### config.mk
export PLATFORM = sky130hd
export DESIGN_NAME = touch_coordinate_conversion_unit_flat
export DESIGN_NICKNAME = d
export VERILOG_FILES = /design/src/rtl/core/tcc_pkg.sv /design/src/rtl/core/tcc_in_if.sv /design/src/rtl/core/tcc_out_if.sv /design/src/rtl/core/tcc_front.sv /design/src/rtl/core/tcc_fifo.sv /design/src/rtl/core/tcc_div.sv /design/src/rtl/core/tcc_back.sv /design/src/rtl/core/touch_coordinate_conversion_unit.sv /design/src/flat_wrapper.sv
export SDC_FILE = /design/constraint.sdc
export NUM_CORES = 2
export LEC_CHECK = 0
export BUFFER_PORTS_ARGS = -buffer_cell sky130_fd_sc_hd__buf_2
export CAP_MARGIN = 20
export CORE_ASPECT_RATIO = 0.7
export CORE_UTILIZATION = 69
export CTS_CLUSTER_DIAMETER = 150
export DETAILED_ROUTE_END_ITERATION = 8
export PLACE_DENSITY = 0.86
export SYNTH_ARGS = -nofsm -noshare
export SYNTH_HDL_FRONTEND = slang
export SYNTH_HIERARCHICAL = 1
export SYNTH_SLANG_ARGS = --single-unit
### constraint.sdc
create_clock -name clk -period 19.12 [get_ports clk]
set_input_delay 3.824 -clock clk [delete_from_list [all_inputs] [get_ports clk]]
set_output_delay 3.824 -clock clk [all_outputs]
set_load 0.02 [all_outputs]
### src/rtl/core/tcc_pkg.sv
// ----------------------------------------------------------------------------
// tcc_pkg
// Shared constants, types and codes of the touch coordinate conversion unit.
// ----------------------------------------------------------------------------
package tcc_pkg;

  localparam int SAMPLES    = 4;
  localparam int FULL_SCALE = 4095;
  localparam int SLOTS      = 8;

  localparam int X_MAX = 320;
  localparam int Y_MAX = 280;

  localparam int BYTE_W   = 8;
  localparam int HI_SHIFT = 5;
  localparam int LO_SHIFT = 3;
  localparam int RAW_W    = BYTE_W + HI_SHIFT;

  localparam int SUM_W   = 17;
  localparam int CNT_W   = 4;
  localparam int SLOT_W  = 3;
  localparam int COORD_W = SUM_W + 2;
  localparam int COEF_W  = 32;
  localparam int PROD_W  = COORD_W + COEF_W;
  localparam int ACC_W   = PROD_W + 2;
  localparam int SCR_W   = 9;
  localparam int DCNT_W  = $clog2(ACC_W);
  localparam int REM_W   = COEF_W + 1;

  localparam int QDEPTH = 2;
  localparam int QPTR_W = $clog2(QDEPTH);
  localparam int QCNT_W = $clog2(QDEPTH + 1);

  typedef enum logic [1:0] {
    ROT_NONE = 2'd0,
    ROT_BOTH = 2'd1,
    ROT_Y    = 2'd2,
    ROT_X    = 2'd3
  } rot_t;

  typedef enum logic [2:0] {
    REG_ROT = 3'd0,
    REG_A   = 3'd1,
    REG_B   = 3'd2,
    REG_C   = 3'd3,
    REG_D   = 3'd4,
    REG_E   = 3'd5,
    REG_F   = 3'd6,
    REG_DEN = 3'd7
  } cfg_idx_t;

  typedef enum logic [2:0] {
    MS_AX_A = 3'd0,
    MS_AY_B = 3'd1,
    MS_AX_D = 3'd2,
    MS_AY_E = 3'd3,
    MS_LAST = 3'd4
  } mul_step_t;

  typedef enum logic [2:0] {
    BK_IDLE = 3'd0,
    BK_MUL  = 3'd1,
    BK_STX  = 3'd2,
    BK_WTX  = 3'd3,
    BK_STY  = 3'd4,
    BK_WTY  = 3'd5,
    BK_OUT  = 3'd6
  } back_state_t;

  typedef struct packed {
    rot_t                     rotation_mode;
    logic signed [COEF_W-1:0] coef_a;
    logic signed [COEF_W-1:0] coef_b;
    logic signed [COEF_W-1:0] coef_c;
    logic signed [COEF_W-1:0] coef_d;
    logic signed [COEF_W-1:0] coef_e;
    logic signed [COEF_W-1:0] coef_f;
    logic signed [COEF_W-1:0] coef_den;
  } cfg_t;

  typedef struct packed {
    logic signed [COORD_W-1:0] ax;
    logic signed [COORD_W-1:0] ay;
    logic [SLOT_W-1:0]         slot;
  } job_t;

  typedef struct packed {
    logic full;
    logic empty;
  } q_stat_t;

endpackage

### src/rtl/core/tcc_in_if.sv
// ----------------------------------------------------------------------------
// tcc_in_if
// Input channel: one sample pair of returned bytes and a slot per item.
// ----------------------------------------------------------------------------
interface tcc_in_if;
  logic                         valid;
  logic                         ready;
  logic [tcc_pkg::BYTE_W-1:0]   x_high_byte;
  logic [tcc_pkg::BYTE_W-1:0]   x_low_byte;
  logic [tcc_pkg::BYTE_W-1:0]   y_high_byte;
  logic [tcc_pkg::BYTE_W-1:0]   y_low_byte;
  logic [tcc_pkg::SLOT_W-1:0]   slot_index;

  modport source (
    output valid, x_high_byte, x_low_byte, y_high_byte, y_low_byte, slot_index,
    input  ready
  );
  modport sink (
    input  valid, x_high_byte, x_low_byte, y_high_byte, y_low_byte, slot_index,
    output ready
  );
endinterface

### src/rtl/core/tcc_out_if.sv
// ----------------------------------------------------------------------------
// tcc_out_if
// Result channel: calibrated screen coordinate and slot per item.
// ----------------------------------------------------------------------------
interface tcc_out_if;
  logic                        valid;
  logic                        ready;
  logic [tcc_pkg::SCR_W-1:0]   screen_x;
  logic [tcc_pkg::SCR_W-1:0]   screen_y;
  logic [tcc_pkg::SLOT_W-1:0]  slot_out;

  modport source (
    output valid, screen_x, screen_y, slot_out,
    input  ready
  );
  modport sink (
    input  valid, screen_x, screen_y, slot_out,
    output ready
  );
endinterface

### src/rtl/core/tcc_front.sv
// ----------------------------------------------------------------------------
// tcc_front
// Accepts sample pairs, sums a group, averages and mirrors on the last pair.
// ----------------------------------------------------------------------------
module tcc_front (
  input  logic                clk,
  input  logic                rst_n,
  tcc_in_if.sink              in_if,
  input  tcc_pkg::rot_t       rotation_mode,
  input  tcc_pkg::q_stat_t    q_stat,
  output logic                push,
  output tcc_pkg::job_t       job
);

  logic [tcc_pkg::SUM_W-1:0]   sum_x_r, sum_x_nxt;
  logic [tcc_pkg::SUM_W-1:0]   sum_y_r, sum_y_nxt;
  logic [tcc_pkg::CNT_W-1:0]   cnt_r, cnt_nxt;

  logic [tcc_pkg::RAW_W-1:0]   raw_x, raw_y;
  logic [tcc_pkg::SUM_W-1:0]   add_x, add_y;
  logic [tcc_pkg::SUM_W-1:0]   avg_x, avg_y;
  logic signed [tcc_pkg::COORD_W-1:0] ext_x, ext_y, fs;
  logic                        accept, last;

  assign in_if.ready = !q_stat.full;
  assign accept      = in_if.valid && in_if.ready;
  assign last        = (cnt_r == tcc_pkg::CNT_W'(tcc_pkg::SAMPLES - 1));
  assign push        = accept && last;

  assign raw_x = tcc_pkg::RAW_W'({in_if.x_high_byte, tcc_pkg::HI_SHIFT'(0)})
               | tcc_pkg::RAW_W'(in_if.x_low_byte >> tcc_pkg::LO_SHIFT);
  assign raw_y = tcc_pkg::RAW_W'({in_if.y_high_byte, tcc_pkg::HI_SHIFT'(0)})
               | tcc_pkg::RAW_W'(in_if.y_low_byte >> tcc_pkg::LO_SHIFT);

  assign add_x = sum_x_r + tcc_pkg::SUM_W'(raw_x);
  assign add_y = sum_y_r + tcc_pkg::SUM_W'(raw_y);

  assign avg_x = tcc_pkg::SUM_W'(add_x / tcc_pkg::SAMPLES);
  assign avg_y = tcc_pkg::SUM_W'(add_y / tcc_pkg::SAMPLES);
  assign ext_x = $signed({2'b00, avg_x});
  assign ext_y = $signed({2'b00, avg_y});
  assign fs    = tcc_pkg::COORD_W'(tcc_pkg::FULL_SCALE);

  always_comb begin
    job.ax   = ext_x;
    job.ay   = ext_y;
    job.slot = tcc_pkg::SLOT_W'(in_if.slot_index % tcc_pkg::SLOTS);
    case (rotation_mode)
      tcc_pkg::ROT_BOTH: begin
        job.ax = fs - ext_x;
        job.ay = fs - ext_y;
      end
      tcc_pkg::ROT_Y: begin
        job.ay = fs - ext_y;
      end
      tcc_pkg::ROT_X: begin
        job.ax = fs - ext_x;
      end
      default: begin
      end
    endcase
  end

  always_comb begin
    sum_x_nxt = sum_x_r;
    sum_y_nxt = sum_y_r;
    cnt_nxt   = cnt_r;
    if (accept) begin
      if (last) begin
        sum_x_nxt = '0;
        sum_y_nxt = '0;
        cnt_nxt   = '0;
      end else begin
        sum_x_nxt = add_x;
        sum_y_nxt = add_y;
        cnt_nxt   = cnt_r + tcc_pkg::CNT_W'(1);
      end
    end
  end

  always_ff @(posedge clk) begin
    if (!rst_n) begin
      sum_x_r <= '0;
      sum_y_r <= '0;
      cnt_r   <= '0;
    end else begin
      sum_x_r <= sum_x_nxt;
      sum_y_r <= sum_y_nxt;
      cnt_r   <= cnt_nxt;
    end
  end

endmodule

### src/rtl/core/tcc_fifo.sv
// ----------------------------------------------------------------------------
// tcc_fifo
// Short job queue between the front and the back.
// ----------------------------------------------------------------------------
module tcc_fifo (
  input  logic              clk,
  input  logic              rst_n,
  input  logic              push,
  input  tcc_pkg::job_t     push_job,
  input  logic              pop,
  output tcc_pkg::job_t     head,
  output tcc_pkg::q_stat_t  q_stat
);

  tcc_pkg::job_t              mem_r [tcc_pkg::QDEPTH];
  logic [tcc_pkg::QPTR_W-1:0] wr_ptr_r, wr_ptr_nxt;
  logic [tcc_pkg::QPTR_W-1:0] rd_ptr_r, rd_ptr_nxt;
  logic [tcc_pkg::QCNT_W-1:0] cnt_r, cnt_nxt;
  logic                       do_push, do_pop;

  assign q_stat.full  = (cnt_r == tcc_pkg::QCNT_W'(tcc_pkg::QDEPTH));
  assign q_stat.empty = (cnt_r == '0);
  assign do_push      = push && !q_stat.full;
  assign do_pop       = pop && !q_stat.empty;
  assign head         = mem_r[rd_ptr_r];

  always_comb begin
    wr_ptr_nxt = wr_ptr_r;
    rd_ptr_nxt = rd_ptr_r;
    cnt_nxt    = cnt_r;
    if (do_push) begin
      wr_ptr_nxt = (wr_ptr_r == tcc_pkg::QPTR_W'(tcc_pkg::QDEPTH - 1)) ? '0
                 : wr_ptr_r + tcc_pkg::QPTR_W'(1);
    end
    if (do_pop) begin
      rd_ptr_nxt = (rd_ptr_r == tcc_pkg::QPTR_W'(tcc_pkg::QDEPTH - 1)) ? '0
                 : rd_ptr_r + tcc_pkg::QPTR_W'(1);
    end
    if (do_push && !do_pop) begin
      cnt_nxt = cnt_r + tcc_pkg::QCNT_W'(1);
    end else if (do_pop && !do_push) begin
      cnt_nxt = cnt_r - tcc_pkg::QCNT_W'(1);
    end
  end

  always_ff @(posedge clk) begin
    if (do_push) begin
      mem_r[wr_ptr_r] <= push_job;
    end
  end

  always_ff @(posedge clk) begin
    if (!rst_n) begin
      wr_ptr_r <= '0;
      rd_ptr_r <= '0;
      cnt_r    <= '0;
    end else begin
      wr_ptr_r <= wr_ptr_nxt;
      rd_ptr_r <= rd_ptr_nxt;
      cnt_r    <= cnt_nxt;
    end
  end

endmodule

### src/rtl/core/tcc_div.sv
// ----------------------------------------------------------------------------
// tcc_div
// Signed divider, one quotient bit per cycle, truncating toward zero.
// ----------------------------------------------------------------------------
module tcc_div (
  input  logic                               clk,
  input  logic                               rst_n,
  input  logic                               start,
  input  logic signed [tcc_pkg::ACC_W-1:0]   num,
  input  logic signed [tcc_pkg::COEF_W-1:0]  den,
  output logic                               done,
  output logic signed [tcc_pkg::ACC_W-1:0]   quot
);

  logic                        busy_r, busy_nxt;
  logic                        done_r, done_nxt;
  logic [tcc_pkg::DCNT_W-1:0]  cnt_r, cnt_nxt;
  logic [tcc_pkg::REM_W-1:0]   rem_r, rem_nxt;
  logic [tcc_pkg::ACC_W-1:0]   q_r, q_nxt;
  logic [tcc_pkg::COEF_W-1:0]  dmag_r, dmag_nxt;
  logic                        neg_r, neg_nxt;

  logic [tcc_pkg::REM_W-1:0]   rem_sh;
  logic                        ge;

  assign rem_sh = {rem_r[tcc_pkg::REM_W-2:0], q_r[tcc_pkg::ACC_W-1]};
  assign ge     = (rem_sh >= {1'b0, dmag_r});
  assign done   = done_r;
  assign quot   = neg_r ? -$signed(q_r) : $signed(q_r);

  always_comb begin
    busy_nxt = busy_r;
    done_nxt = 1'b0;
    cnt_nxt  = cnt_r;
    rem_nxt  = rem_r;
    q_nxt    = q_r;
    dmag_nxt = dmag_r;
    neg_nxt  = neg_r;
    if (start) begin
      busy_nxt = 1'b1;
      cnt_nxt  = tcc_pkg::DCNT_W'(tcc_pkg::ACC_W - 1);
      rem_nxt  = '0;
      q_nxt    = num[tcc_pkg::ACC_W-1] ? tcc_pkg::ACC_W'(-num) : tcc_pkg::ACC_W'(num);
      dmag_nxt = den[tcc_pkg::COEF_W-1] ? tcc_pkg::COEF_W'(-den) : tcc_pkg::COEF_W'(den);
      neg_nxt  = num[tcc_pkg::ACC_W-1] ^ den[tcc_pkg::COEF_W-1];
    end else if (busy_r) begin
      rem_nxt = ge ? (rem_sh - {1'b0, dmag_r}) : rem_sh;
      q_nxt   = {q_r[tcc_pkg::ACC_W-2:0], ge};
      cnt_nxt = cnt_r - tcc_pkg::DCNT_W'(1);
      if (cnt_r == '0) begin
        busy_nxt = 1'b0;
        done_nxt = 1'b1;
      end
    end
  end

  always_ff @(posedge clk) begin
    cnt_r  <= cnt_nxt;
    rem_r  <= rem_nxt;
    q_r    <= q_nxt;
    dmag_r <= dmag_nxt;
    neg_r  <= neg_nxt;
  end

  always_ff @(posedge clk) begin
    if (!rst_n) begin
      busy_r <= 1'b0;
      done_r <= 1'b0;
    end else begin
      busy_r <= busy_nxt;
      done_r <= done_nxt;
    end
  end

endmodule

### src/rtl/core/tcc_back.sv
// ----------------------------------------------------------------------------
// tcc_back
// Takes queued jobs, applies the affine calibration, clamps, holds the result.
// ----------------------------------------------------------------------------
module tcc_back (
  input  logic              clk,
  input  logic              rst_n,
  input  tcc_pkg::cfg_t     cfg,
  input  tcc_pkg::q_stat_t  q_stat,
  input  tcc_pkg::job_t     head,
  output logic              pop,
  tcc_out_if.source         out_if
);

  tcc_pkg::back_state_t state_r, state_nxt;
  tcc_pkg::mul_step_t   step_r, step_nxt;
  tcc_pkg::job_t        job_r, job_nxt;

  logic signed [tcc_pkg::PROD_W-1:0]  prod_r, prod_nxt, prod_mul;
  logic signed [tcc_pkg::ACC_W-1:0]   acc_x_r, acc_x_nxt;
  logic signed [tcc_pkg::ACC_W-1:0]   acc_y_r, acc_y_nxt;
  logic [tcc_pkg::SCR_W-1:0]          res_x_r, res_x_nxt;
  logic [tcc_pkg::SCR_W-1:0]          res_y_r, res_y_nxt;

  logic signed [tcc_pkg::COORD_W-1:0] mul_a;
  logic signed [tcc_pkg::COEF_W-1:0]  mul_b;
  logic signed [tcc_pkg::ACC_W-1:0]   div_num, div_quot;
  logic                               div_start, div_done;

  function automatic logic [tcc_pkg::SCR_W-1:0] clamp_to(
    input logic signed [tcc_pkg::ACC_W-1:0] v,
    input int                               hi
  );
    logic [tcc_pkg::SCR_W-1:0] r;
    if (v < 0) begin
      r = '0;
    end else if (v > tcc_pkg::ACC_W'(hi)) begin
      r = tcc_pkg::SCR_W'(hi);
    end else begin
      r = v[tcc_pkg::SCR_W-1:0];
    end
    return r;
  endfunction

  tcc_div u_div (
    .clk   (clk),
    .rst_n (rst_n),
    .start (div_start),
    .num   (div_num),
    .den   (cfg.coef_den),
    .done  (div_done),
    .quot  (div_quot)
  );

  always_comb begin
    case (step_r)
      tcc_pkg::MS_AY_B: begin
        mul_a = job_r.ay;
        mul_b = cfg.coef_b;
      end
      tcc_pkg::MS_AX_D: begin
        mul_a = job_r.ax;
        mul_b = cfg.coef_d;
      end
      tcc_pkg::MS_AY_E: begin
        mul_a = job_r.ay;
        mul_b = cfg.coef_e;
      end
      default: begin
        mul_a = job_r.ax;
        mul_b = cfg.coef_a;
      end
    endcase
  end

  assign prod_mul = tcc_pkg::PROD_W'(mul_a) * tcc_pkg::PROD_W'(mul_b);
  assign div_num  = (state_r == tcc_pkg::BK_STY) ? acc_y_r : acc_x_r;

  // next state
  always_comb begin
    state_nxt = state_r;
    case (state_r)
      tcc_pkg::BK_IDLE: begin
        if (!q_stat.empty) state_nxt = tcc_pkg::BK_MUL;
      end
      tcc_pkg::BK_MUL: begin
        if (step_r == tcc_pkg::MS_LAST) begin
          state_nxt = (cfg.coef_den == '0) ? tcc_pkg::BK_OUT : tcc_pkg::BK_STX;
        end
      end
      tcc_pkg::BK_STX: state_nxt = tcc_pkg::BK_WTX;
      tcc_pkg::BK_WTX: begin
        if (div_done) state_nxt = tcc_pkg::BK_STY;
      end
      tcc_pkg::BK_STY: state_nxt = tcc_pkg::BK_WTY;
      tcc_pkg::BK_WTY: begin
        if (div_done) state_nxt = tcc_pkg::BK_OUT;
      end
      tcc_pkg::BK_OUT: begin
        if (out_if.ready) state_nxt = tcc_pkg::BK_IDLE;
      end
      default: state_nxt = tcc_pkg::BK_IDLE;
    endcase
  end

  // outputs and datapath
  always_comb begin
    pop       = 1'b0;
    div_start = 1'b0;
    job_nxt   = job_r;
    step_nxt  = step_r;
    prod_nxt  = prod_r;
    acc_x_nxt = acc_x_r;
    acc_y_nxt = acc_y_r;
    res_x_nxt = res_x_r;
    res_y_nxt = res_y_r;
    case (state_r)
      tcc_pkg::BK_IDLE: begin
        if (!q_stat.empty) begin
          pop      = 1'b1;
          job_nxt  = head;
          step_nxt = tcc_pkg::MS_AX_A;
        end
      end
      tcc_pkg::BK_MUL: begin
        step_nxt = tcc_pkg::mul_step_t'(step_r + 3'd1);
        case (step_r)
          tcc_pkg::MS_AX_A: begin
            prod_nxt = prod_mul;
          end
          tcc_pkg::MS_AY_B: begin
            acc_x_nxt = tcc_pkg::ACC_W'(cfg.coef_c) + tcc_pkg::ACC_W'(prod_r);
            prod_nxt  = prod_mul;
          end
          tcc_pkg::MS_AX_D: begin
            acc_x_nxt = acc_x_r + tcc_pkg::ACC_W'(prod_r);
            prod_nxt  = prod_mul;
          end
          tcc_pkg::MS_AY_E: begin
            acc_y_nxt = tcc_pkg::ACC_W'(cfg.coef_f) + tcc_pkg::ACC_W'(prod_r);
            prod_nxt  = prod_mul;
          end
          default: begin
            acc_y_nxt = acc_y_r + tcc_pkg::ACC_W'(prod_r);
            res_x_nxt = '0;
            res_y_nxt = '0;
            step_nxt  = tcc_pkg::MS_AX_A;
          end
        endcase
      end
      tcc_pkg::BK_STX, tcc_pkg::BK_STY: begin
        div_start = 1'b1;
      end
      tcc_pkg::BK_WTX: begin
        if (div_done) res_x_nxt = clamp_to(div_quot, tcc_pkg::X_MAX);
      end
      tcc_pkg::BK_WTY: begin
        if (div_done) res_y_nxt = clamp_to(div_quot, tcc_pkg::Y_MAX);
      end
      default: begin
      end
    endcase
  end

  assign out_if.valid    = (state_r == tcc_pkg::BK_OUT);
  assign out_if.screen_x = res_x_r;
  assign out_if.screen_y = res_y_r;
  assign out_if.slot_out = job_r.slot;

  always_ff @(posedge clk) begin
    job_r   <= job_nxt;
    prod_r  <= prod_nxt;
    acc_x_r <= acc_x_nxt;
    acc_y_r <= acc_y_nxt;
    res_x_r <= res_x_nxt;
    res_y_r <= res_y_nxt;
  end

  always_ff @(posedge clk) begin
    if (!rst_n) begin
      state_r <= tcc_pkg::BK_IDLE;
      step_r  <= tcc_pkg::MS_AX_A;
    end else begin
      state_r <= state_nxt;
      step_r  <= step_nxt;
    end
  end

endmodule

### src/rtl/core/touch_coordinate_conversion_unit.sv
// ----------------------------------------------------------------------------
// touch_coordinate_conversion_unit
// Averages groups of touch sample pairs and maps them to screen coordinates.
//
//   channel  | dir | handshake          | payload
//   ---------+-----+--------------------+-------------------------------------
//   in_if    | in  | valid / ready      | x/y high and low bytes, slot_index
//   out_if   | out | valid / ready      | screen_x, screen_y, slot_out
//   cfg_*    | in  | cfg_we, no wait    | cfg_index, cfg_wdata
//
// an item is taken while the two-entry job queue has room.
// per group of SAMPLES items the back pops the job, runs 5 multiply steps, makes
// two divider passes (start, quotient bits, done) and then presents the result.
// a zero divisor skips the divider and gives a zero result.
// reset loads the default coefficients, clears the sums and empties the queue.
// a stalled result holds the back; the front keeps taking items until full.
// ----------------------------------------------------------------------------
module touch_coordinate_conversion_unit (
  input  logic                         clk,
  input  logic                         rst_n,
  tcc_in_if.sink                       in_if,
  tcc_out_if.source                    out_if,
  input  logic                         cfg_we,
  input  logic [2:0]                   cfg_index,
  input  logic [tcc_pkg::COEF_W-1:0]   cfg_wdata
);

  tcc_pkg::cfg_t    cfg_r, cfg_nxt;
  tcc_pkg::job_t    push_job, head;
  tcc_pkg::q_stat_t q_stat;
  logic             push, pop;

  always_comb begin
    cfg_nxt = cfg_r;
    if (cfg_we) begin
      case (tcc_pkg::cfg_idx_t'(cfg_index))
        tcc_pkg::REG_ROT: cfg_nxt.rotation_mode = tcc_pkg::rot_t'(cfg_wdata[1:0]);
        tcc_pkg::REG_A:   cfg_nxt.coef_a        = cfg_wdata;
        tcc_pkg::REG_B:   cfg_nxt.coef_b        = cfg_wdata;
        tcc_pkg::REG_C:   cfg_nxt.coef_c        = cfg_wdata;
        tcc_pkg::REG_D:   cfg_nxt.coef_d        = cfg_wdata;
        tcc_pkg::REG_E:   cfg_nxt.coef_e        = cfg_wdata;
        tcc_pkg::REG_F:   cfg_nxt.coef_f        = cfg_wdata;
        tcc_pkg::REG_DEN: cfg_nxt.coef_den      = cfg_wdata;
        default: begin
        end
      endcase
    end
  end

  always_ff @(posedge clk) begin
    if (!rst_n) begin
      cfg_r.rotation_mode <= tcc_pkg::ROT_NONE;
      cfg_r.coef_a        <= tcc_pkg::COEF_W'(1);
      cfg_r.coef_b        <= '0;
      cfg_r.coef_c        <= '0;
      cfg_r.coef_d        <= '0;
      cfg_r.coef_e        <= tcc_pkg::COEF_W'(1);
      cfg_r.coef_f        <= '0;
      cfg_r.coef_den      <= tcc_pkg::COEF_W'(1);
    end else begin
      cfg_r <= cfg_nxt;
    end
  end

  tcc_front u_front (
    .clk           (clk),
    .rst_n         (rst_n),
    .in_if         (in_if),
    .rotation_mode (cfg_r.rotation_mode),
    .q_stat        (q_stat),
    .push          (push),
    .job           (push_job)
  );

  tcc_fifo u_fifo (
    .clk      (clk),
    .rst_n    (rst_n),
    .push     (push),
    .push_job (push_job),
    .pop      (pop),
    .head     (head),
    .q_stat   (q_stat)
  );

  tcc_back u_back (
    .clk    (clk),
    .rst_n  (rst_n),
    .cfg    (cfg_r),
    .q_stat (q_stat),
    .head   (head),
    .pop    (pop),
    .out_if (out_if)
  );

endmodule
### src/flat_wrapper.sv
// flat-port wrapper written by rule: the top's interface ports become plain ports
module touch_coordinate_conversion_unit_flat 
  (clk, rst_n, cfg_we, cfg_index, cfg_wdata, in_if_valid, in_if_x_high_byte, in_if_x_low_byte, in_if_y_high_byte, in_if_y_low_byte, in_if_slot_index, in_if_ready, out_if_valid, out_if_screen_x, out_if_screen_y, out_if_slot_out, out_if_ready);
  tcc_in_if in_if_i ();
  tcc_out_if out_if_i ();
  input  logic clk;
  input  logic rst_n;
  input  logic cfg_we;
  input  logic [2:0] cfg_index;
  input  logic [tcc_pkg::COEF_W-1:0] cfg_wdata;
  input wire logic [$bits(in_if_i.valid)-1:0] in_if_valid;
  input wire logic [$bits(in_if_i.x_high_byte)-1:0] in_if_x_high_byte;
  input wire logic [$bits(in_if_i.x_low_byte)-1:0] in_if_x_low_byte;
  input wire logic [$bits(in_if_i.y_high_byte)-1:0] in_if_y_high_byte;
  input wire logic [$bits(in_if_i.y_low_byte)-1:0] in_if_y_low_byte;
  input wire logic [$bits(in_if_i.slot_index)-1:0] in_if_slot_index;
  output wire logic [$bits(in_if_i.ready)-1:0] in_if_ready;
  output wire logic [$bits(out_if_i.valid)-1:0] out_if_valid;
  output wire logic [$bits(out_if_i.screen_x)-1:0] out_if_screen_x;
  output wire logic [$bits(out_if_i.screen_y)-1:0] out_if_screen_y;
  output wire logic [$bits(out_if_i.slot_out)-1:0] out_if_slot_out;
  input wire logic [$bits(out_if_i.ready)-1:0] out_if_ready;
  assign in_if_i.valid = in_if_valid;
  assign in_if_i.x_high_byte = in_if_x_high_byte;
  assign in_if_i.x_low_byte = in_if_x_low_byte;
  assign in_if_i.y_high_byte = in_if_y_high_byte;
  assign in_if_i.y_low_byte = in_if_y_low_byte;
  assign in_if_i.slot_index = in_if_slot_index;
  assign in_if_ready = in_if_i.ready;
  assign out_if_valid = out_if_i.valid;
  assign out_if_screen_x = out_if_i.screen_x;
  assign out_if_screen_y = out_if_i.screen_y;
  assign out_if_slot_out = out_if_i.slot_out;
  assign out_if_i.ready = out_if_ready;
  touch_coordinate_conversion_unit u_core (.clk(clk), .rst_n(rst_n), .in_if(in_if_i), .out_if(out_if_i), .cfg_we(cfg_we), .cfg_index(cfg_index), .cfg_wdata(cfg_wdata));
endmodule
==> out/metrics.cfg <==
[cts]
cts_resized = 0
clk_latency_ps = 660
path_clk_slew_ps = 70
htree_levels = 3
cts_buffer_depth = 3
tritoncts = yes
cts_hold_buf = 0
cts_made_buffers = 72
clock_sinks = 699
root_buffer = clkbuf_16
post_cts_buffers = 0

[synth]
synth_warnings = 6
ys_async_sr_fraction = 0
synth-seq-area-share = 0.272
synthDominantCellAreaShare = 0.182
yosysTopAreaCell = fa_1
synth-main-ff-cell = edfxtp_1
synth_nets = 8144
ys_seq_elements = 699
syn_avg_cell_area_um2 = 9.30
synth_most_common_cell = nand2_1
synthTopCellsByArea = fa_1 18%, edfxtp_1 18%, dfxtp_1 9.6%, ha_1 8.0%, nand2_1 5.1%
syn_area_um2 = 65600
postSynthCellCount = 7053
synth-edff-count = 384
synth_commonest_cells = 890 x nand2_1, 708 x inv_1, 605 x nor2_1, 597 x fa_1, 419 x ha_1
synth_cell_types = 105

[floorplanning]
die_area_um2 = 96300
num_rows = 94
ioPinCount = 98
die_x_um = 370
start_util = 0.697
die_h_um = 260
core_area_um2 = 94100

[sta]
whs_ps = 458
timing.final.ws_setup_ps = 9040
fmax_mhz = 99.2
period_minus_slack_ps = 10080
fin_skew_ps = 37.0
slew_headroom = 0.219
timing_hold_violations_final = 0
setup_tns_ps = 0
tightest_slew_ps = 1170
finalMaxSlewViolations = 0
finalSetupViolations = 0
rsz0062_at_grt = no
fin_crit_sh = 0.527

[placement]
pre_cts_ws_ps = 9260
dpl.hpwl_mm = 135
place_congestion = 1.04
place_area_um2 = 66900
port_buffers = 91
dp.cells = 8145

[critical_path]
slowest_stage = nor2_1
max_stage_delay_ps = 790
reg2reg_to = u_core/u_back/prod_r[50]
crit_required_ps = 19470
timing.reg2reg.setup_slack_ps = 9040
crit_type = reg -> reg
arrival_ps = 10430
rr_startpoint = u_core/u_back/step_r[2]
end_kind = flip-flop
cpMostUsedCell = fa_1
path_delay_family = adder cells
worstRegToRegCells = 28
path_buf_inv = 4
worst_setup_path_start_kind = flip-flop
path_max_fanout = 35

[pwr]
p_per_area_nw_per_um2 = 109
finalPower_mw = 7.55
p_leak_nw = 31.4
peakVddDrop_uv = 103

[detailed_routing]
vias = 53400
routed_via_density = 6.44
drc = 0
ant_nets = 0
drtIter0Drc = 6257
detail_route.wirelength_mm = 180
drt-wirelength-per-cell_um = 21.8
dr.pass1.iters = 9

[layout]
final_layout_size_suffix_gt1_frac = 0.0698
area_growth_pct = 5.73
fin_util = 0.737
fin_cells = 8282
nets = 8066
finalInstanceArea_um2 = 69300

[min_path]
hold_end = u_core/cfg_r[178]
hold_depth = 2
hold_start = u_core/cfg_r[178]
hp-class = reg -> reg

[global_route]
antenna_found_initial = 4
grt_pass1_wl_mm = 283
grt.total_usage = 0.375
grt_max_degree = 150
overflow = 0
grt_pass1_vias = 52300

[run_status]
status = finished, final reports clean

[run]
cap_violations = 0

==> area by class of cell <==
cell class,count,area (µm²)
multi-input combinational,5324,43800
timing repair buffer,168,1050
tap,1248,1560
clock buffer,90,1970
fill,6464,24800
sequential,699,17800
inverter,710,2670
clock inverter,41,454
antenna,2,5.00
==> worst min-delay path: stages (launching register included) <==
cell     delay (ps)
dfxtp_1         310
nand2_1          50
mux2i_1          50
==> where the power goes <==
part | internal [mW] | total [mW] | switching [mW] | leakage [nW]
combinational | 1.58 | 4.08 | 2.49 | 24.2
sequential | 1.84 | 2.00 | 0.169 | 6.05
clock | 0.825 | 1.47 | 0.641 | 1.17
total | 4.24 | 7.55 | 3.30 | 31.4
==> per-layer routing <==
metal  GRT usage  up-vias  routed length (µm)
met3       0.118      517               25800
met1       0.525    25700               72000
met5     0.00444        -                  94
met2       0.542     3262               74400
met4       0.151        8                8250
li1            -    23900                   -
==> cells by family after synthesis <==
| logic type | Yosys count | share of synthesized area |
|---|---|---|
| simple gates | 2114 | 0.146 |
| compound gates | 1347 | 0.135 |
| buf+inv | 1030 | 0.0624 |
| fa+ha+maj | 1016 | 0.262 |
| flops | 699 | 0.272 |
| xor+xnor | 438 | 0.0585 |
| mux | 409 | 0.0643 |
==> worst max path at each step <==
stage / slack (ps) / startpoint / depth (start not counted) / to
6_report: 9040 / u_core/u_back/step_r[2] / 28 / u_core/u_back/prod_r[50]
5_1_grt: 8670 / u_core/u_back/step_r[0] / 30 / u_core/u_back/prod_r[48]
4_1_cts: 9210 / u_core/u_back/step_r[0] / 29 / u_core/u_back/prod_r[47]
3_5_place_dp: 9260 / u_core/u_back/step_r[0] / 29 / u_core/u_back/prod_r[47]
3_3_place_gp: 9550 / u_core/u_back/step_r[0] / 29 / u_core/u_back/prod_r[47]
2_1_floorplan: 10460 / u_core/u_back/step_r[1] / 31 / u_core/u_back/prod_r[50]
==> registers in the layout, indices dropped and copies added, names as in the netlist, 6 cells and up, named ones only <==
signal / cells
u_core/u_front/sum_x_r: 17
u_core/u_fifo/mem_r: 82
u_core/u_back/u_div/cnt_r: 6
u_core/cfg_r: 226
u_core/u_back/u_div/q_r: 53
u_core/u_back/u_div/rem_r: 32
u_core/u_back/u_div/dmag_r: 32
u_core/u_back/acc_x_r: 53
u_core/u_front/sum_y_r: 17
u_core/u_back/prod_r: 51
u_core/u_back/acc_y_r: 53
u_core/u_back/job_r: 38
u_core/u_back/out_if.screen_y: 9
u_core/u_back/out_if.screen_x: 9
==> cell usage in the layout (no fill, tap or decap), types with 42 or more instances in the layout <==
cell type / instances
nand2b_1: 65
and3_1: 45
edfxtp_1: 384
inv_1: 707
o21ai_0: 254
mux2_2: 94
nand2_1: 889
xor2_1: 169
nand4_1: 49
a31oi_1: 42
dfxtp_1: 314
a21o_1: 200
nor2_1: 603
clkbuf_16: 73
buf_4: 73
o21a_1: 45
fa_1: 597
o31ai_1: 61
nand3_1: 83
buf_2: 92
xnor2_1: 269
nor3_1: 83
nor2b_1: 77
a21oi_1: 390
a211oi_1: 45
ha_1: 418
mux2i_1: 303
No activity file was read; power rests on OpenSTA's default activity.
